==> config.mk <==
export PLATFORM = sky130hd
export DESIGN_NAME = bcs_ctrl
export DESIGN_NICKNAME = d
export VERILOG_FILES = /design/src/rtl/bcs_pkg.sv /design/src/rtl/bcs_ctrl.sv
export SDC_FILE = /design/constraint.sdc
export NUM_CORES = 1
export LEC_CHECK = 0
export ABC_AREA = 1
export BUFFER_PORTS_ARGS = -buffer_cell sky130_fd_sc_hd__buf_2
export CORE_AREA = 3 3 40 42
export CTS_CLUSTER_DIAMETER = 40
export DETAILED_ROUTE_END_ITERATION = 12
export DIE_AREA = 0 0 43 45
export SETUP_SLACK_MARGIN = 0.5
export SYNTH_ARGS = -nofsm -noshare
export SYNTH_HDL_FRONTEND = slang
export SYNTH_SLANG_ARGS = --single-unit
==> constraint.sdc <==
create_clock -name i_clk -period 1.13 [get_ports i_clk]
set_input_delay 0 -clock i_clk [delete_from_list [all_inputs] [get_ports i_clk]]
set_output_delay 0 -clock i_clk [all_outputs]
set_load 0.1 [all_outputs]
==> src/rtl/bcs_pkg.sv <==
// Shared types and constants for the binned count, sum, minimum and maximum unit.
package bcs_pkg;

    localparam int BIN_W    = 12;
    localparam int SAMPLE_W = 24;
    localparam int COUNT_W  = 32;
    localparam int SUM_W    = 48;

    localparam logic [SAMPLE_W-1:0] SAMPLE_MAX = {1'b0, {(SAMPLE_W-1){1'b1}}};
    localparam logic [SAMPLE_W-1:0] SAMPLE_MIN = {1'b1, {(SAMPLE_W-1){1'b0}}};
    localparam logic [SUM_W-1:0]    SUM_MAX    = {1'b0, {(SUM_W-1){1'b1}}};
    localparam logic [SUM_W-1:0]    SUM_MIN    = {1'b1, {(SUM_W-1){1'b0}}};

    typedef struct packed {
        logic [COUNT_W-1:0]  count;
        logic [SUM_W-1:0]    sum;
        logic [SAMPLE_W-1:0] min;
        logic [SAMPLE_W-1:0] max;
    } t_entry;

    localparam int ENTRY_W = $bits(t_entry);

    localparam t_entry ENTRY_RESET = '{
        count: '0,
        sum:   '0,
        min:   SAMPLE_MAX,
        max:   SAMPLE_MIN
    };

    typedef enum logic [1:0] {
        S_CLEAR,
        S_IDLE,
        S_UPDATE
    } t_state;

    typedef struct packed {
        logic clear;
        logic rd_in;
        logic accept;
        logic commit;
    } t_cmd;

    typedef struct packed {
        logic clear_last;
    } t_status;

endpackage

==> src/rtl/bcs_ctrl.sv <==
// Controller: clearing pass, beat acceptance and result hand-off sequencing.
module bcs_ctrl (
    input  logic             i_clk,
    input  logic             i_rst_n,
    input  logic             i_in_valid,
    output logic             o_in_stall,
    output logic             o_out_valid,
    input  logic             i_out_stall,
    input  bcs_pkg::t_status i_status,
    output bcs_pkg::t_cmd    o_cmd
);
    import bcs_pkg::*;

    t_state r_state;
    t_state n_state;
    logic   r_out_valid;
    logic   n_out_valid;
    logic   out_free;

    assign out_free = !r_out_valid || !i_out_stall;

    always_comb begin
        n_state = r_state;
        case (r_state)
            S_CLEAR: begin
                if (i_status.clear_last) begin
                    n_state = S_IDLE;
                end
            end
            S_IDLE: begin
                if (i_in_valid) begin
                    n_state = S_UPDATE;
                end
            end
            S_UPDATE: begin
                if (out_free) begin
                    n_state = S_IDLE;
                end
            end
            default: begin
                n_state = S_CLEAR;
            end
        endcase
    end

    always_comb begin
        o_cmd      = '0;
        o_in_stall = 1'b1;
        case (r_state)
            S_CLEAR: begin
                o_cmd.clear = 1'b1;
            end
            S_IDLE: begin
                o_in_stall   = 1'b0;
                o_cmd.rd_in  = 1'b1;
                o_cmd.accept = i_in_valid;
            end
            S_UPDATE: begin
                o_cmd.commit = out_free;
            end
            default: begin
                o_cmd = '0;
            end
        endcase
    end

    always_comb begin
        if (o_cmd.commit) begin
            n_out_valid = 1'b1;
        end else if (!i_out_stall) begin
            n_out_valid = 1'b0;
        end else begin
            n_out_valid = r_out_valid;
        end
    end

    always_ff @(posedge i_clk) begin
        if (!i_rst_n) begin
            r_state     <= S_CLEAR;
            r_out_valid <= 1'b0;
        end else begin
            r_state     <= n_state;
            r_out_valid <= n_out_valid;
        end
    end

    assign o_out_valid = r_out_valid;

endmodule

==> metrics, run 1 <==
type of origin of the critical path=flip-flop; summed instance area of the synthesized netlist=171 um2; Synth Warn #=0; Placed Cells incl. Taps=49; arrival time reported for the critical path endpoint=1.05 ns; fill cell total of the finished layout=131; Sw Share=0.397; maximum achievable frequency=0.950 GHz; part of the total power dissipated in the clock network=0.343; total global routing track utilization=0.0582; leading cell types in the layout, fill and taps excluded=6 x buf_12, 4 x buf_2; number of distinct standard cells referenced by the synthesized netlist=11; kind of critical path=reg2out; HPWL after detailed placement=356 um; total via count after detailed routing=199; final hold violation count=0; number of input and output port buffers inserted=10; hold buffer count at cts=0; effective utilization at floorplan=0.133; net count after synthesis=31; overall die height=45 um; Std-Cell Rows=13; number of antenna violations at the first check in global routing=0; pins over their slew limit=0; fraction of final layout cells sized beyond drive strength 1=0.833; Logic pwr share=0.431; total length of routed wires=442 um; total inserted antenna cells=0; overflow left after global routing=0; detailed-router iteration count before antenna repair=1; maximum number of pins on one net before global-route repair=6; via count of the first global-routing pass=199; antenna violation net count after detailed routing=0; run status=finished clean; clock input transition at the sequential cells of the worst setup and hold paths=0.04 ns; RD Place Congestion=0.628; Worst Hold Class=in2reg; die area=1940 um2; worst hold path cell count=3; synthesized area divided by synthesized cell count=6.59 um2; Worst R2R Path Depth=6; clock insertion delay at the later pin of the skew report=0.23 ns; shortest clock period the worst path allows after layout=1.05 ns; data required time of the critical path=1.13 ns; wire length of the first global-routing pass=717 um; critical path fanouts, max=3; die width=43 um; H-Tree Depth=1; Worst Setup End Kind=output pin; power per cell area=1270 nW/um2; placed cell area=338 um2; fraction of the cycle the final worst path needs=0.931; setup slack, reg-to-reg=0.14 ns; Max Cap Viol=0; NumNets Final=48; remaining max-slew budget at the tightest pin=0.913; most frequent standard cell in the layout excluding fill and tap cells=buf_12; RSZ-0062 raised after global routing=yes; peak supply drop=0.358 mV; wire length per cell=7.75 um; Least-Margin Pin Slew=0.129 ns; P_sw=0.216 mW; flip-flop and latch count after synthesis=3; root buffer selected by CTS=clkbuf_4; Post-Route Skew=0.000428 ns; number of ports placed on the die boundary=11; synthesized netlist cell count=26; sequential share of the synthesized area=0.350; TritonCTS Sinks=3; placeable core region=1280 um2; # setup viols final=0; final standard cell count with taps included and fillers excluded=57; Final Cell Area=428 um2; relative area change from synthesis to final layout=150%; sequential fraction of design power=0.227; number of buffers created by CTS=3; Power Internal=0.327 mW; clock tree from TritonCTS=built; CTS Buffer Depth=2; DRC violations left=0; reported leakage power=0.194 nW; violation count after the first detailed-routing iteration=0; detailed-route vias per instance=3.49
==> cells by family (layout without fill, tap and decap cells) <==
kind of cell	after synthesis	count (layout)	synth area share
simple gates	11	11	0.277
buf+inv	9	25	0.241
compound gates	3	3	0.131
flops	3	3	0.350
==> routing by layer <==
metal | GRT usage | up-vias | wire [um] | share of wire
li1 | - | 107 | - | -
met1 | 0.0432 | 86 | 125 | 0.28
met2 | 0.0928 | 4 | 283 | 0.64
met3 | 0.0239 | 2 | 27 | 0.061
met4 | 0.0904 | 0 | 6 | 0.014
met5 | 0 | - | 0 | 0
==> metrics by stage <==
step / hold WS [ns] / total power, mW / setup WS (ns) / TNS, ns / utilization
2_1_floorplan: 0.115 / 0.279 / -0.0425 / -0.0425 / -
5_1_grt: 0.0210 / 0.568 / 0.0312 / 0 / 0.333
3_5_place_dp: 0.249 / 0.344 / 0.185 / 0 / 0.263
4_1_cts: 0.00174 / 0.554 / 0.0702 / 0 / 0.325
6_report: 0.0113 / 0.542 / 0.0776 / 0 / 0.333
3_3_place_gp: 0.243 / 0.343 / 0.201 / 0 / 0.263
==> final timing paths <==
path,startpoint,to
setup reg to reg,r_state[1],o_out_valid
setup / recovery,r_state[1],o_cmd[0]
hold / removal,i_rst_n,r_state[0]
hold reg to reg,o_out_valid,o_out_valid
==> cells in the mapped netlist <==
cell	instances	area [um2]
inv_1	6	22.5
nand2_1	5	18.8
dfxtp_1	3	60.1
nor2_1	3	11.3
a21oi_2	2	17.5
buf_4	2	15.0
inv_2	1	3.75
nand2_2	1	6.26
nand3_1	1	5.00
nor2_2	1	6.26
o21ai_0	1	5.00
==> area by class of cell <==
class | instances | area (um2) | share of cell area
Tap cell | 15 | 18.8 | 0.0439
Timing Repair Buffer | 14 | 174 | 0.406
Clock buffer | 4 | 26.3 | 0.0614
Multi-Input combinational cell | 14 | 108 | 0.251
Sequential cell | 3 | 68.8 | 0.161
Inverter | 7 | 32.5 | 0.0760
==> flip-flops by register name, summed over array words and instances (netlist names) <==
signal,count
o_out_valid,1
r_state,2
==> worst max-delay path, stage by stage, from the launching register on <==
cell and delay [ns]:
dfxtp_2 0.35, inv_4 0.06, nor2_4 0.09, inv_2 0.06, nor2_4 0.09, buf_12 0.18
==> power by group through the flow <==
stage | combinational [mW] | clock (mW) | sequential, mW
2_1_floorplan | 0.150 | 0 | 0.129
3_3_place_gp | 0.220 | 0 | 0.122
3_5_place_dp | 0.221 | 0 | 0.123
4_1_cts | 0.234 | 0.197 | 0.123
5_1_grt | 0.241 | 0.202 | 0.124
6_report | 0.233 | 0.186 | 0.123
==> what timing repair did <==
action / CTS / global route
resized for setup: 9 / 1
setup buffers: 3 / 1
endpoints found under the setup margin: 9 / 9
pin swaps: 3 / 1
No activity file was read; power rests on OpenSTA's default activity.
==> run 2, diff against run 1 <==
--- a/config.mk
+++ b/config.mk
@@ -11,6 +11,7 @@
 export CTS_CLUSTER_DIAMETER = 40
 export DETAILED_ROUTE_END_ITERATION = 12
 export DIE_AREA = 0 0 43 45
+export GPL_TIMING_DRIVEN = 0
 export SETUP_SLACK_MARGIN = 0.5
 export SYNTH_ARGS = -nofsm -noshare
 export SYNTH_HDL_FRONTEND = slang
==> run 2 against run 1 <==
  * The flow now finishes with violations (setup timing)
  * Sequential share of layout area shrank 2.3 points
  * Register-to-register slack barely moved
  * Clock skew is 0.0011 ns higher
  * Count of clock-buffer cells in the layout unchanged
  * Critical path depth increased by 1
  * Worst setup slack worse by 0.084 ns
  * Final area is 21% higher
  * Global-route usage is 0.59 points higher
  * Via count grew 15%
  * Cell count grew 12%
  * Maximum frequency down 7.4%
  * Routed wire length grew 45%
  * Largest cell class unchanged
  * Highest routed layer is now met3
==> metrics, run 2 (synthesized netlist as in run 1, its figures left out) <==
WHS=0.0276 ns (+0.0163 ns); overflow left after global routing=0 (unchanged); NumNets Final=55 (+15%); most flop-heavy register=r_state; placeable core region=1280 um2 (unchanged); Final Cell Area=519 um2 (+21%); final standard cell count with taps included and fillers excluded=64 (+12%); Post-Route Skew=0.00158 ns (+0.00115 ns); run status=complete, but fails checks; RSZ-0062 raised after global routing=yes; clock insertion delay at the later pin of the skew report=0.23 ns (about the same); start of the worst register-to-register path=r_state[1]; HPWL after detailed placement=315 um (-12%); clock tree from TritonCTS=built; peak supply drop=0.381 mV (+6.4%); clock input transition at the sequential cells of the worst setup and hold paths=0.04 ns (about the same); failing checks=setup timing; DRC violations left=0 (unchanged); detailed-router iteration count before antenna repair=2 (+1); total via count after detailed routing=229 (+15%); number of buffers created by CTS=3 (unchanged); kind of critical path=reg2out; Least-Margin Pin Slew=0.130 ns (+0.000883 ns); maximum achievable frequency=0.880 GHz (-7.4%); antenna violation net count after detailed routing=0 (unchanged); total global routing track utilization=0.0641 (+0.00593); Worst R2R Path Depth=6 (unchanged); wire length per cell=9.98 um (+29%); type of origin of the critical path=flip-flop; Std-Cell Rows=13 (unchanged); data required time of the critical path=1.13 ns (about the same); violation count after the first detailed-routing iteration=2 (+2); number of ports placed on the die boundary=11 (unchanged); setup slack, reg-to-reg=0.14 ns (about the same); placed cell area=294 um2 (-13%); number of input and output port buffers inserted=10 (unchanged); number of antenna violations at the first check in global routing=0 (unchanged); critical path fanouts, max=3 (unchanged); most frequent standard cell in the layout excluding fill and tap cells=buf_12; maximum number of pins on one net before global-route repair=6 (unchanged); total inserted antenna cells=0 (unchanged); leading cell types in the layout, fill and taps excluded=8 x buf_12, 4 x buf_6, 4 x buf_2, 4 x buf_4; final setup margin=-0.00683 ns (-0.0844 ns); detailed-route vias per instance=3.58 (+2.5%); Placed Cells incl. Taps=51 (+4.1%); power per cell area=1120 nW/um2 (-11%); H-Tree Depth=1 (unchanged); Max Cap Viol=0 (unchanged); pins over their slew limit=0 (unchanged); arrival time reported for the critical path endpoint=1.14 ns (+0.09 ns); worst setup path start=r_state[1]; die area=1940 um2 (unchanged); destination of the worst register-to-register timing path=o_out_valid; reported leakage power=0.240 nW (+23%); effective utilization at floorplan=0.133 (unchanged); via count of the first global-routing pass=218 (+9.5%); fraction of final layout cells sized beyond drive strength 1=0.816 (-0.0170); total power after layout=0.583 mW (+7.6%); post-placement worst setup slack=-0.138 ns (-0.324 ns); die width=43 um (unchanged); Worst Hold Class=in2reg; CTS Buffer Depth=2 (unchanged); wire length of the first global-routing pass=814 um (+14%); flip-flop count of the largest register after layout=2 (unchanged); RD Place Congestion=0.671 (+6.9%); overall die height=45 um (unchanged); remaining max-slew budget at the tightest pin=0.913 (about the same); relative area change from synthesis to final layout=203%; total length of routed wires=639 um (+45%); fraction of the cycle the final worst path needs=1.01 (+0.0747); TritonCTS Sinks=3 (unchanged); shortest clock period the worst path allows after layout=1.14 ns (+0.0844 ns); # setup viols final=1 (+1); final hold violation count=0 (unchanged); worst setup path end=o_cmd[0]; Worst Setup End Kind=output pin; root buffer selected by CTS=clkbuf_4
-- run 2: timing repair --
action	CTS	global route
setup buffers	5	3
gates resized for setup	29	3
pin swaps	3	1
endpoints found under the hold margin	1	0
hold buffers	1	0
setup endpoints to repair	9	9
-- run 2: routing by layer --
layer,track usage,wire length (um)
met2,0.105,458
met5,0,0
met1,0.0506,155
met3,0.0359,25
met4,0.0723,0
-- run 2: final cells by class --
type                    count  area (um2)
flip-flops and latches      3        71.3
clock buffers               4        26.3
plain buffers               2        31.3
well taps                  15        18.8
fillers                   128         766
multi-input cells          14         105
repair buffers             19         234
inverters                   7        32.5
-- run 2: where the power goes --
group,internal [mW],leakage [nW],total (mW),switching [mW]
registers,0.109,0.0267,0.120,0.0110
clock network,0.132,0.0150,0.184,0.0521
logic,0.117,0.198,0.279,0.161
-- run 2: worst min-delay path by stage --
stage / depth (start not counted) / start / slack [ns] / endpoint
floorplan: 2 / i_rst_n / 0.11 / r_state[0]
global placement: 3 / i_rst_n / 0.24 / r_state[0]
detailed placement: 3 / i_rst_n / 0.24 / r_state[0]
CTS: 3 / i_out_stall / 0.02 / o_out_valid
global route: 3 / i_out_stall / 0.02 / o_out_valid
finish: 3 / i_out_stall / 0.03 / o_out_valid
-- run 2: through the flow --
stage          utilization  setup TNS, ns
6_report             0.404       -0.00683
5_1_grt              0.404        -0.0704
4_1_cts              0.377       -0.00322
2_1_floorplan            -        -0.0425
3_3_place_gp         0.229         -0.132
3_5_place_dp         0.229         -0.138
-- run 2: critical path, cell delays in order (launching register included) --
cell	delay [ns]
dfxtp_4	0.35
inv_4	0.05
nor2_4	0.09
inv_2	0.06
nor2_4	0.09
buf_12	0.10
buf_12	0.16
